## src/hdl/sdchd_pkg.sv

```systemverilog
// ----------------------------------------------------------------------------
// sdchd_pkg
// Shared types and constants for the button gesture detector: register
// indexes, reset values, gesture codes and the configuration bundle.
// ----------------------------------------------------------------------------
package sdchd_pkg;

  localparam int unsigned TIME_WIDTH_DEF = 32;
  localparam int unsigned NOW_MS_W       = 32;
  localparam int unsigned LIMIT_W        = 16;
  localparam int unsigned CFG_IDX_W      = 3;
  localparam int unsigned CFG_DATA_W     = LIMIT_W;
  localparam int unsigned GESTURE_W      = 2;
  localparam int unsigned CLICK_CNT_W    = 2;

  typedef enum logic [CFG_IDX_W-1:0] {
    CFG_ACTIVE_LEVEL   = 3'd0,
    CFG_CLICK_MAX_MS   = 3'd1,
    CFG_LONG_MIN_MS    = 3'd2,
    CFG_REPEAT_MS      = 3'd3,
    CFG_DOUBLE_WAIT_MS = 3'd4
  } cfg_idx_e;

  typedef enum logic [GESTURE_W-1:0] {
    GESTURE_NONE   = 2'd0,
    GESTURE_SINGLE = 2'd1,
    GESTURE_DOUBLE = 2'd2
  } gesture_e;

  localparam logic [CLICK_CNT_W-1:0] CLICKS_NONE = 2'd0;
  localparam logic [CLICK_CNT_W-1:0] CLICKS_ONE  = 2'd1;
  localparam logic [CLICK_CNT_W-1:0] CLICKS_TWO  = 2'd2;

  localparam logic               ACTIVE_LEVEL_RST   = 1'b0;
  localparam logic [LIMIT_W-1:0] CLICK_MAX_MS_RST   = 16'd500;
  localparam logic [LIMIT_W-1:0] LONG_MIN_MS_RST    = 16'd1000;
  localparam logic [LIMIT_W-1:0] REPEAT_MS_RST      = 16'd200;
  localparam logic [LIMIT_W-1:0] DOUBLE_WAIT_MS_RST = 16'd300;

  typedef struct packed {
    logic               active_level;
    logic [LIMIT_W-1:0] click_max_ms;
    logic [LIMIT_W-1:0] long_min_ms;
    logic [LIMIT_W-1:0] repeat_ms;
    logic [LIMIT_W-1:0] double_wait_ms;
  } cfg_t;

endpackage

```

## src/hdl/sdchd_cfg_regs.sv

```systemverilog
// ----------------------------------------------------------------------------
// sdchd_cfg_regs
// Write-only configuration registers of the gesture detector, bundled into
// one struct for the classification logic.
// ----------------------------------------------------------------------------
module sdchd_cfg_regs (
  input  logic                               clk_i,
  input  logic                               rst_ni,
  input  logic                               cfg_we_i,
  input  logic [sdchd_pkg::CFG_IDX_W-1:0]    cfg_idx_i,
  input  logic [sdchd_pkg::CFG_DATA_W-1:0]   cfg_data_i,
  output sdchd_pkg::cfg_t                    cfg_o
);
  import sdchd_pkg::*;

  cfg_t cfg_q;
  cfg_t cfg_d;

  always_comb begin
    cfg_d = cfg_q;
    if (cfg_we_i) begin
      case (cfg_idx_e'(cfg_idx_i))
        CFG_ACTIVE_LEVEL:   cfg_d.active_level   = cfg_data_i[0];
        CFG_CLICK_MAX_MS:   cfg_d.click_max_ms   = cfg_data_i;
        CFG_LONG_MIN_MS:    cfg_d.long_min_ms    = cfg_data_i;
        CFG_REPEAT_MS:      cfg_d.repeat_ms      = cfg_data_i;
        CFG_DOUBLE_WAIT_MS: cfg_d.double_wait_ms = cfg_data_i;
        default:            cfg_d = cfg_q; // ignore unmapped indexes
      endcase
    end
  end

  always_ff @(posedge clk_i or negedge rst_ni) begin
    if (!rst_ni) begin
      cfg_q.active_level   <= ACTIVE_LEVEL_RST;
      cfg_q.click_max_ms   <= CLICK_MAX_MS_RST;
      cfg_q.long_min_ms    <= LONG_MIN_MS_RST;
      cfg_q.repeat_ms      <= REPEAT_MS_RST;
      cfg_q.double_wait_ms <= DOUBLE_WAIT_MS_RST;
    end else begin
      cfg_q <= cfg_d;
    end
  end

  assign cfg_o = cfg_q;

endmodule

```

## src/hdl/single_double_click_hold_detector_unit.sv

```systemverilog
// ----------------------------------------------------------------------------
// single_double_click_hold_detector_unit
// Classifies button polls into click, double click and long-press repeat.
// ----------------------------------------------------------------------------
// Usage:
//   Input channel (in_valid_i / in_stall_o): one request per poll, carrying
//   the sampled pin level and a free-running millisecond timestamp. Time
//   differences wrap modulo 2^TIME_WIDTH.
//   Output channel (out_valid_o / out_stall_i): exactly one result per
//   request: gesture (0 none, 1 click or hold repeat, 2 double click) and
//   hold_active.
//   An accepted request sits in the input register; the classification step
//   then writes the gesture state and the result register together.
//   Throughput is one request per cycle while the receiver does not stall;
//   the state update is a single pass of wrap-around subtracts and compares,
//   so back-to-back requests chain.
//   When the receiver stalls, the result register holds, the request in the
//   input register waits, and in_stall_o rises once both are occupied.
//   Reset clears all gesture state and loads the default limits.
//   Write configuration only while no request is in flight.
// ----------------------------------------------------------------------------
module single_double_click_hold_detector_unit #(
  parameter int unsigned TIME_WIDTH = sdchd_pkg::TIME_WIDTH_DEF
) (
  input  logic                                 clk_i,
  input  logic                                 rst_ni,
  input  logic                                 cfg_we_i,
  input  logic [sdchd_pkg::CFG_IDX_W-1:0]      cfg_idx_i,
  input  logic [sdchd_pkg::CFG_DATA_W-1:0]     cfg_data_i,
  input  logic                                 in_valid_i,
  output logic                                 in_stall_o,
  input  logic                                 pin_level_i,
  input  logic [sdchd_pkg::NOW_MS_W-1:0]       now_ms_i,
  output logic                                 out_valid_o,
  input  logic                                 out_stall_i,
  output logic [sdchd_pkg::GESTURE_W-1:0]      gesture_o,
  output logic                                 hold_active_o
);
  import sdchd_pkg::*;

  cfg_t cfg;

  sdchd_cfg_regs u_cfg_regs (
    .clk_i      (clk_i),
    .rst_ni     (rst_ni),
    .cfg_we_i   (cfg_we_i),
    .cfg_idx_i  (cfg_idx_i),
    .cfg_data_i (cfg_data_i),
    .cfg_o      (cfg)
  );

  // Input register
  logic                  in_valid_q;
  logic                  pin_level_q;
  logic [TIME_WIDTH-1:0] now_q;
  logic                  in_accept;
  logic                  advance;

  // Result register
  logic                 out_valid_q;
  logic [GESTURE_W-1:0] gesture_q, gesture_d;
  logic                 hold_active_q;

  // Gesture state
  logic                   armed_q, armed_d;
  logic                   hold_q, hold_d;
  logic [CLICK_CNT_W-1:0] click_cnt_q, click_cnt_d;
  logic [TIME_WIDTH-1:0]  press_start_q, press_start_d;
  logic [TIME_WIDTH-1:0]  first_click_q, first_click_d;
  logic [TIME_WIDTH-1:0]  last_repeat_q, last_repeat_d;

  logic                  pressed;
  logic [TIME_WIDTH-1:0] press_elapsed;
  logic [TIME_WIDTH-1:0] click_elapsed;
  logic [TIME_WIDTH-1:0] repeat_elapsed;
  logic [TIME_WIDTH-1:0] click_max_t;
  logic [TIME_WIDTH-1:0] long_min_t;
  logic [TIME_WIDTH-1:0] repeat_t;
  logic [TIME_WIDTH-1:0] double_wait_t;

  assign advance    = in_valid_q && (!out_valid_q || !out_stall_i);
  assign in_stall_o = in_valid_q && !advance;
  assign in_accept  = in_valid_i && !in_stall_o;

  always_ff @(posedge clk_i or negedge rst_ni) begin
    if (!rst_ni) begin
      in_valid_q <= 1'b0;
    end else if (in_accept) begin
      in_valid_q <= 1'b1;
    end else if (advance) begin
      in_valid_q <= 1'b0;
    end
  end

  always_ff @(posedge clk_i) begin
    if (in_accept) begin
      pin_level_q <= pin_level_i;
      now_q       <= TIME_WIDTH'(now_ms_i);
    end
  end

  assign pressed       = (pin_level_q == cfg.active_level);
  assign click_max_t   = TIME_WIDTH'(cfg.click_max_ms);
  assign long_min_t    = TIME_WIDTH'(cfg.long_min_ms);
  assign repeat_t      = TIME_WIDTH'(cfg.repeat_ms);
  assign double_wait_t = TIME_WIDTH'(cfg.double_wait_ms);

  // Start time is taken from this poll when the press begins now.
  assign press_start_d  = (!hold_q && !armed_q && pressed) ? now_q : press_start_q;
  assign press_elapsed  = now_q - press_start_d;
  assign first_click_d  = (!hold_q && armed_q | pressed) && !pressed &&
                          (press_elapsed <= click_max_t) && (click_cnt_q == CLICKS_NONE)
                          ? now_q : first_click_q;
  assign click_elapsed  = now_q - first_click_d;
  assign repeat_elapsed = now_q - last_repeat_q;

  always_comb begin
    logic armed_n;
    logic dropped;
    armed_n       = armed_q;
    dropped       = 1'b0;
    armed_d       = armed_q;
    hold_d        = hold_q;
    click_cnt_d   = click_cnt_q;
    last_repeat_d = last_repeat_q;
    gesture_d     = GESTURE_NONE;
    if (!hold_q) begin
      if (!armed_q && pressed) begin
        armed_n = 1'b1;
      end
      armed_d = armed_n;
      if (armed_n) begin
        if (!pressed) begin
          armed_d = 1'b0;
          if (press_elapsed <= click_max_t) begin
            click_cnt_d = click_cnt_q + CLICKS_ONE;
          end else begin
            // slow release: drop the press, skip the pending click check
            dropped = 1'b1;
          end
        end else if (press_elapsed >= long_min_t) begin
          hold_d = 1'b1;
        end
      end
      if (!dropped) begin
        if (click_cnt_d == CLICKS_ONE && click_elapsed >= double_wait_t) begin
          click_cnt_d = CLICKS_NONE;
          armed_d     = 1'b0;
          gesture_d   = GESTURE_SINGLE;
        end else if (click_cnt_d == CLICKS_TWO) begin
          click_cnt_d = CLICKS_NONE;
          armed_d     = 1'b0;
          gesture_d   = GESTURE_DOUBLE;
        end
      end
    end else if (pressed) begin
      if (repeat_elapsed >= repeat_t) begin
        last_repeat_d = now_q;
        gesture_d     = GESTURE_SINGLE;
      end
    end else begin
      hold_d  = 1'b0;
      armed_d = 1'b0;
    end
  end

  always_ff @(posedge clk_i or negedge rst_ni) begin
    if (!rst_ni) begin
      armed_q       <= 1'b0;
      hold_q        <= 1'b0;
      click_cnt_q   <= CLICKS_NONE;
      press_start_q <= '0;
      first_click_q <= '0;
      last_repeat_q <= '0;
      out_valid_q   <= 1'b0;
    end else begin
      if (advance) begin
        armed_q       <= armed_d;
        hold_q        <= hold_d;
        click_cnt_q   <= click_cnt_d;
        press_start_q <= press_start_d;
        first_click_q <= first_click_d;
        last_repeat_q <= last_repeat_d;
        out_valid_q   <= 1'b1;
      end else if (!out_stall_i) begin
        out_valid_q <= 1'b0;
      end
    end
  end

  always_ff @(posedge clk_i) begin
    if (advance) begin
      gesture_q     <= gesture_d;
      hold_active_q <= hold_d;
    end
  end

  assign out_valid_o   = out_valid_q;
  assign gesture_o     = gesture_q;
  assign hold_active_o = hold_active_q;

`ifndef ASSERT_OFF
  a_click_cnt_settles: assert property (@(posedge clk_i) disable iff (!rst_ni)
    click_cnt_q != CLICKS_TWO)
    else $error("click count left at two after a poll");

  a_result_holds_stalled: assert property (@(posedge clk_i) disable iff (!rst_ni)
    out_valid_q && out_stall_i |=>
      out_valid_q && $stable(gesture_q) && $stable(hold_active_q))
    else $error("result changed while stalled");

  a_state_holds_idle: assert property (@(posedge clk_i) disable iff (!rst_ni)
    !advance |=> $stable(hold_q) && $stable(armed_q) && $stable(click_cnt_q))
    else $error("gesture state changed without a request");

  a_no_double_in_hold: assert property (@(posedge clk_i) disable iff (!rst_ni)
    out_valid_q && hold_active_q |-> gesture_q != GESTURE_DOUBLE)
    else $error("double click reported while holding");
`endif

endmodule
```

## config.mk

```make
export PLATFORM = sky130hd
export DESIGN_NAME = single_double_click_hold_detector_unit
export DESIGN_NICKNAME = d
export VERILOG_FILES = /design/src/hdl/sdchd_pkg.sv /design/src/hdl/sdchd_cfg_regs.sv /design/src/hdl/single_double_click_hold_detector_unit.sv
export SDC_FILE = /design/constraint.sdc
export NUM_CORES = 1
export LEC_CHECK = 0
export BUFFER_PORTS_ARGS = -buffer_cell sky130_fd_sc_hd__buf_2
export CAP_MARGIN = 20
export CORE_MARGIN = 3
export CORE_UTILIZATION = 30
export DETAILED_ROUTE_END_ITERATION = 12
export GPL_ROUTABILITY_DRIVEN = 1
export MAX_ROUTING_LAYER = met4
export PLACE_DENSITY_LB_ADDON = 0.12
export SLEW_MARGIN = 20
export SYNTH_ARGS = -nofsm -noshare
export SYNTH_HDL_FRONTEND = slang
export SYNTH_SLANG_ARGS = --single-unit
```

## constraint.sdc

```tcl
create_clock -name clk_i -period 13.6 [get_ports clk_i]
set_clock_uncertainty 0.2 [all_clocks]
set_input_delay 0 -clock clk_i [delete_from_list [all_inputs] [get_ports clk_i]]
set_output_delay 0 -clock clk_i [all_outputs]
set_load 0.1 [all_outputs]
```

==> run metrics, run 1 <==
Post-Place Setup Slack around 0.84 ns; CTS Sinks 203; CP top delay family simple AND/OR/NAND/NOR gates; Slowest cell on crit path nor4_2; Post-route DRC 0; CTS clk-pin slew, worst paths 0.06 ns; post-synthesis mux area share 0.106; layout cells sized above 1 0.146; Synth Warn # 0; Max Cap Viol 0; crit path DAT 12.54 ns; Max-slew headroom 0.302; f_max between 0.08 and 0.09 GHz; Remaining Overflow, GRT 0; Post-Synthesis Cells 1720; Sequential Power Share 0.224; Hold Crit Class in -> reg; area grow syn2layout 20.0%; DRT Wirelength 49.2 mm; post-synthesis register bit count between 200 and 250; Worst Path Required 13.68 ns; post-route design area around 0.019 sq mm; Synth Area in Compound Gates 0.196; CTS root buf clkbuf_16; Placed Area 0.0168 sq mm; CTS tree yes; hold depth 4; syn_area_per_cell 9.12 sq um; biggest area consumer among synthesized cells dfrtp_1; post-CTS setup repair buffer count 0; Power per Cell Area 207 mW/mm^2; nets 2088; vias 13300; Crit path buffers/inverters 2; Synth Area in XOR/XNOR 0.0390; Final TNS setup 0 ns; Pins Over Slew Limit 0; H-Tree Depth 1; Tmin final 12.45 ns; number of global-route vias before repair 13300; Final Hold Slack 0.0346 ns; Die Ht 235 um; WL/cell 19.1 um; HP Start cfg_data_i[12]; final worst path period share 0.916; Die Area about 0.055 sq mm; TritonCTS Buffers 27; status completed; IO Pins between 60 and 70; Setup crit end kind flip-flop; Post-synth EDFFs 36; post-synthesis adder-cell area fraction 0.127; Worst-Skew Late Latency 0.56 ns; num rows 83; PortBufs 61; Final Core Density 0.365; DR iter-0 viols 591; overall routing resource usage 0.180; DRT Pass-1 Iters 7; routability cong. approximately 0.91; Worst Setup Start Kind flip-flop; Switching Power roughly 0.0017 W; Hold Vio Cnt, Final 0; Setup CP Type reg -> reg; Main synth FF type dfrtp_1; Int Pwr 0.00220 W; Crit path largest cell delay around 0.58 ns; first-pass GRT wire length 77.1 mm; Yosys top cell area share 0.236; # setup viols final 0; Slew @ Worst Pin around 1.0 ns; VDD IR max roughly 0.10 mV; fraction of the mapped netlist area in simple logic gates 0.147; Net Count, Synth 1929; Crit Reg-Reg Startpoint hold_q; RSZ-0062 raised after global routing false; Starting Density 0.304; chip width 235 um; reg-to-reg slack, setup 1.15 ns; Synth Cell Area 0.0157 sq mm; Clock Tree Buf Depth 3; initial antenna violation count 1; Async SR Flop Fraction 0.823; Max FO, Critical Path 31; antenna viol nets, final 0; DR vias/cell 5.17; Clk pwr share 0.205; Net Sw Frac 0.436; Hold Crit Endpoint u_cfg_regs.cfg_o[44]; Worst R2R Path Depth between 40 and 50; setup slack after layout 1.15 ns; top cells by area, synth dfrtp_1 24%, ha_1 12%, edfxtp_1 6.9%; Leak 8.36 nW; CORE AREA just over 0.05 sq mm; largest family of logic cells by synthesized area compound AO/OA/AOI/OAI gates; reg2reg end gesture_o[0]; largest net degree at the start of global routing 74; dpl hpwl 37.5 mm; Unique masters post-synth 90; register area share after synthesis 0.337; Comb pwr share 0.571
## synthesized netlist by cell type (all sizes together), types with 42 or more instances
cell type,instances
a21o,55
a21oi,115
clkbuf,42
dfrtp,148
ha,149
inv,142
mux2,94
mux2i,61
nand2,160
nor2,91
o21ai,137
xnor2,43
## power by group through the flow
stage	logic (W)	clock network (W)	registers (W)
finish	0.00223	0.000799	0.000874
global route	0.00250	0.000855	0.000895
CTS	0.00223	0.000829	0.000874
detailed placement	0.00220	0	0.000885
global placement	0.00218	0	0.000882
floorplan	0.00161	0	0.000858
## logic make-up (layout without fill, tap and decap cells)
family | count (synthesis) | after routing
fa+ha+maj | 159 | 159
buf+inv | 194 | 374
simple gates | 466 | 466
mux | 155 | 155
other cells | 0 | 1
xor+xnor | 69 | 69
flops | 203 | 203
compound gates | 474 | 474
## what timing repair did
action	in CTS	in global routing
gates resized for setup	0	2
setup endpoints to repair	0	3
hold buffers	97	0
endpoints found under the hold margin	205	0
## sequential cells by signal, summed over array words and instances (netlist names), 2 cells and up
| name | flops |
|---|---|
| press_start_q | 32 |
| u_cfg_regs.cfg_o | 65 |
| gesture_o | 2 |
| click_cnt_q | 2 |
| first_click_q | 32 |
| now_q | 32 |
| last_repeat_q | 32 |
## per-stage QoR
step | power, W | cells
final | 0.00390 | 2581
after global routing | 0.00425 | 2581
after floorplan | 0.00247 | 1720
after detailed placement | 0.00308 | 2433
after global placement | 0.00306 | 2433
after CTS | 0.00394 | 2580
## metal layers
layer / vias to the layer above / wire length [um] / GRT usage
li1: 6589 / - / -
met4: 0 / 1160 / 0.0469
met3: 72 / 2310 / 0.0255
met2: 264 / 22000 / 0.281
met5: - / 0 / -
met1: 6420 / 23700 / 0.246
## tightest hold or removal path, stage by stage
cell and delay (ns):
dlygate4sd3_1 0.51, buf_2 0.14, nand2_1 0.05, o21ai_0 0.06
## how the worst max path moves through the flow
stage                     cells after the start  slack, ns                  from              to
after floorplan                              51       2.55  u_cfg_regs.cfg_o[64]  click_cnt_q[0]
after CTS                                    49       0.78                hold_q    gesture_o[0]
after global routing                         49       0.14                hold_q    gesture_o[0]
after detailed placement                     49       0.84                hold_q    gesture_o[0]
after global placement                       49       1.14                hold_q    gesture_o[0]
final                                        49       1.15                hold_q    gesture_o[0]
## layout make-up
| cell class | count | area (sq um) |
|---|---|---|
| fillers | 5303 | 32700 |
| flip-flops and latches | 203 | 5280 |
| multi-input cells | 1323 | 9690 |
| inverters | 143 | 537 |
| well taps | 680 | 851 |
| repair buffers | 181 | 1470 |
| clock buffers | 28 | 679 |
| diodes | 1 | 2.50 |
| clock inverters | 22 | 303 |
## placed cells by master (no fill, tap or decap), types with 11 or more instances in the layout
cell type | synthesis | final
a21oi_1 | 115 | 115
inv_1 | 142 | 142
buf_4 | 0 | 23
mux2_2 | 89 | 89
buf_2 | 3 | 61
dfstp_2 | 19 | 19
o211ai_1 | 12 | 12
o21ai_0 | 133 | 133
xnor2_1 | 43 | 43
xor2_1 | 25 | 25
nor2b_1 | 27 | 27
nand3_1 | 29 | 29
clkbuf_16 | 0 | 27
a21o_1 | 55 | 55
mux2i_1 | 61 | 61
nor3_1 | 26 | 25
a31oi_1 | 11 | 11
dfrtp_1 | 148 | 148
or3_1 | 15 | 15
nand2_1 | 160 | 160
o31ai_1 | 20 | 20
nand2b_1 | 30 | 30
edfxtp_1 | 36 | 36
o21a_1 | 19 | 19
ha_1 | 149 | 149
dlygate4sd3_1 | 0 | 95
nor2_1 | 91 | 87
nand4_1 | 23 | 23
and3_1 | 11 | 11
(Power assumes the default switching activity.)
==> run 2: changes to the inputs <==
--- a/config.mk
+++ b/config.mk
@@ -8,11 +8,11 @@
 export BUFFER_PORTS_ARGS = -buffer_cell sky130_fd_sc_hd__buf_2
 export CAP_MARGIN = 20
 export CORE_MARGIN = 3
-export CORE_UTILIZATION = 30
+export CORE_UTILIZATION = 40
 export DETAILED_ROUTE_END_ITERATION = 12
 export GPL_ROUTABILITY_DRIVEN = 1
 export MAX_ROUTING_LAYER = met4
-export PLACE_DENSITY_LB_ADDON = 0.12
+export PLACE_DENSITY = 0.53
 export SLEW_MARGIN = 20
 export SYNTH_ARGS = -nofsm -noshare
 export SYNTH_HDL_FRONTEND = slang
==> run 2 against run 1 <==
  * Count of clock-buffer cells in the layout grew 11
  * First-iteration DRC count grew 51%
  * Critical path depth is the same
  * Global-route usage rose by 5.6 points
  * Critical path type unchanged
  * Largest power group unchanged
  * Highest routed layer unchanged
==> run metrics, run 2 (synthesized netlist as in run 1, its figures left out) <==
post-CTS setup repair buffer count 0 (unchanged); nets 2084 (was 2088); max FFs per register 65 (unchanged); met3 GRT Util 0.0323 (was 0.0255); most frequent cells in the layout 159 x nand2_1, 149 x ha_1, 148 x dfrtp_1 (was 160 x nand2_1, 149 x ha_1, 148 x dfrtp_1); Max FO, Critical Path 31 (unchanged); Slew @ Worst Pin 1.04 ns (was 1.05 ns); Clock Tree Buf Depth 3 (unchanged); Crit path largest cell delay 0.71 ns (was 0.58 ns); CORE AREA 0.0381 sq mm (was 0.0515 sq mm); initial antenna violation count 1 (unchanged); Slowest cell on crit path xnor2_1 (was nor4_2); chip width 204 um (was 235 um); FILL cells 3682 (was 5303); DR vias/cell 5.54 (was 5.17); PortBufs 61 (unchanged); Worst Path Required 13.69 ns (was 13.68 ns); met1 Track Usage GR 0.327 (was 0.246); Die Ht 204 um (was 235 um); DR iter-0 viols 894 (was 591); Placed Area 0.0166 sq mm (was 0.0168 sq mm); vias 13300 (about the same); area grow syn2layout 17.4% (was 20.0%); area of the multi-input gates 0.00970 sq mm (was 0.00969 sq mm); crit path DAT 12.36 ns (was 12.54 ns); Hold Vio Cnt, Final 0 (unchanged); Pwr Total 0.00373 W (was 0.00390 W); Die Area 0.0416 sq mm (was 0.0551 sq mm); TritonCTS Buffers 26 (was 27); first-pass GRT wire length 75.3 mm (was 77.1 mm); Post-route DRC 0 (unchanged); H-Tree Depth 1 (unchanged); CTS tree yes (unchanged); IO Pins 62 (unchanged); Worst Setup Start Kind flip-flop (unchanged); dpl hpwl 36.0 mm (was 37.5 mm); CTS root buf clkbuf_16 (unchanged); Power per Cell Area 202 mW/mm^2 (was 207 mW/mm^2); VDD IR max 0.125 mV (was 0.103 mV); Starting Density 0.412 (was 0.304); number of global-route vias before repair 13500 (was 13300); Reg area 0.00528 sq mm (unchanged); Tmin final 12.28 ns (was 12.45 ns); # setup viols final 0 (unchanged); final worst path period share 0.903 (was 0.916); Leak 8.27 nW (was 8.36 nW); Worst-Skew Late Latency 0.58 ns (was 0.56 ns); Setup crit end kind flip-flop (unchanged); antenna viol nets, final 0 (unchanged); largest net degree at the start of global routing 63 (was 74); commonest non-fill, non-tap cell in the layout nand2_1 (unchanged); Pins Over Slew Limit 0 (unchanged); routability cong. 0.922 (was 0.914); met2 GRT Util 0.377 (was 0.281); WL/cell 19.7 um (was 19.1 um); # diodes 0 (was 1); Remaining Overflow, GRT 0 (unchanged); num rows 71 (was 83); CTS clk-pin slew, worst paths 0.06 ns (about the same); Hold Crit Class in -> reg (unchanged); GR peak layer met2 (unchanged); DRT Pass-1 Iters 6 (was 7); Max Cap Viol 0 (unchanged); Max-slew headroom 0.296 (was 0.302); post-route design area 0.0184 sq mm (was 0.0188 sq mm); DRT Wirelength 47.4 mm (was 49.2 mm); overall routing resource usage 0.236 (was 0.180); f_max 0.0814 GHz (was 0.0803 GHz); Setup CP Type reg -> reg (unchanged); layout cells sized above 1 0.138 (was 0.146); status completed (unchanged); Final Hold Slack 0.0339 ns (was 0.0346 ns); Final TNS setup 0 ns (unchanged); CTS Sinks 203 (unchanged); RSZ-0062 raised after global routing false (unchanged)
## run 2: cell types whose count changed in the layout (fill, tap and decap cells not counted), sizes merged, moves of 2 or more
cell         previous run  this run
buf                    86        81
bufinv                  7         0
clkbuf                 28        39
clkinvlp                4         0
dlygate4sd3            95        97
inv                   145       142
## run 2: area by class of cell
| type | instances | share of cell area |
|---|---|---|
| clock buffer | 39 | 0.0401 |
| inverter | 143 | 0.0291 |
| sequential | 203 | 0.287 |
| multi-input combinational | 1323 | 0.526 |
| tap | 511 | 0.0347 |
| clock inverter | 8 | 0.00387 |
| timing repair buffer | 178 | 0.0789 |
## run 2: timing repair
action | in CTS | in global routing
setup endpoints to repair | 0 | 1
hold buffers | 98 | 0
endpoints found under the hold margin | 224 | 0
resized for setup | 0 | 1
## run 2: final timing paths
| path | from | to | slack [ns] | depth (start not counted) |
|---|---|---|---|---|
| setup / recovery | pin_level_q | gesture_o[0] | 1.32 | 49 |
| hold / removal | cfg_data_i[10] | u_cfg_regs.cfg_o[10] | 0.03 | 4 |
| setup reg to reg | pin_level_q | gesture_o[0] | 1.32 | 49 |
| hold reg to reg | first_click_q[0] | first_click_q[0] | 0.28 | 2 |
| max in group asynchronous | rst_ni | press_start_q[31] | 11.27 | 5 |
| min in group asynchronous | rst_ni | u_cfg_regs.cfg_o[50] | 0.40 | 3 |
## run 2: power breakdown
group          switching, W  internal, W
Clock              0.000282     0.000377
Combinational       0.00127     0.000918
Sequential         0.000102     0.000778
Total               0.00165      0.00207
## run 2: stage by stage
stage / util / worst slack [ns] / instances
2_1_floorplan: - / 2.55 / 1720
3_3_place_gp: 0.436 / 1.59 / 2260
3_5_place_dp: 0.436 / 1.25 / 2260
4_1_cts: 0.483 / 1.20 / 2405
5_1_grt: 0.483 / 0.225 / 2405
6_report: 0.483 / 1.32 / 2405
## run 2: critical path: cells and delay by family, from the launching register on
family          cells  cell delay, ns
fa+ha+maj           8            2.67
simple gates       19            3.90
compound gates     18            3.41
xor+xnor            2            0.84
buf+inv             2            0.55
flops               1            0.43
## run 2: layer usage
layer,vias to the layer above,share of wire
li1,6558,-
met5,-,0
met3,51,0.049
met2,295,0.45
met4,0,0.018
met1,6420,0.48
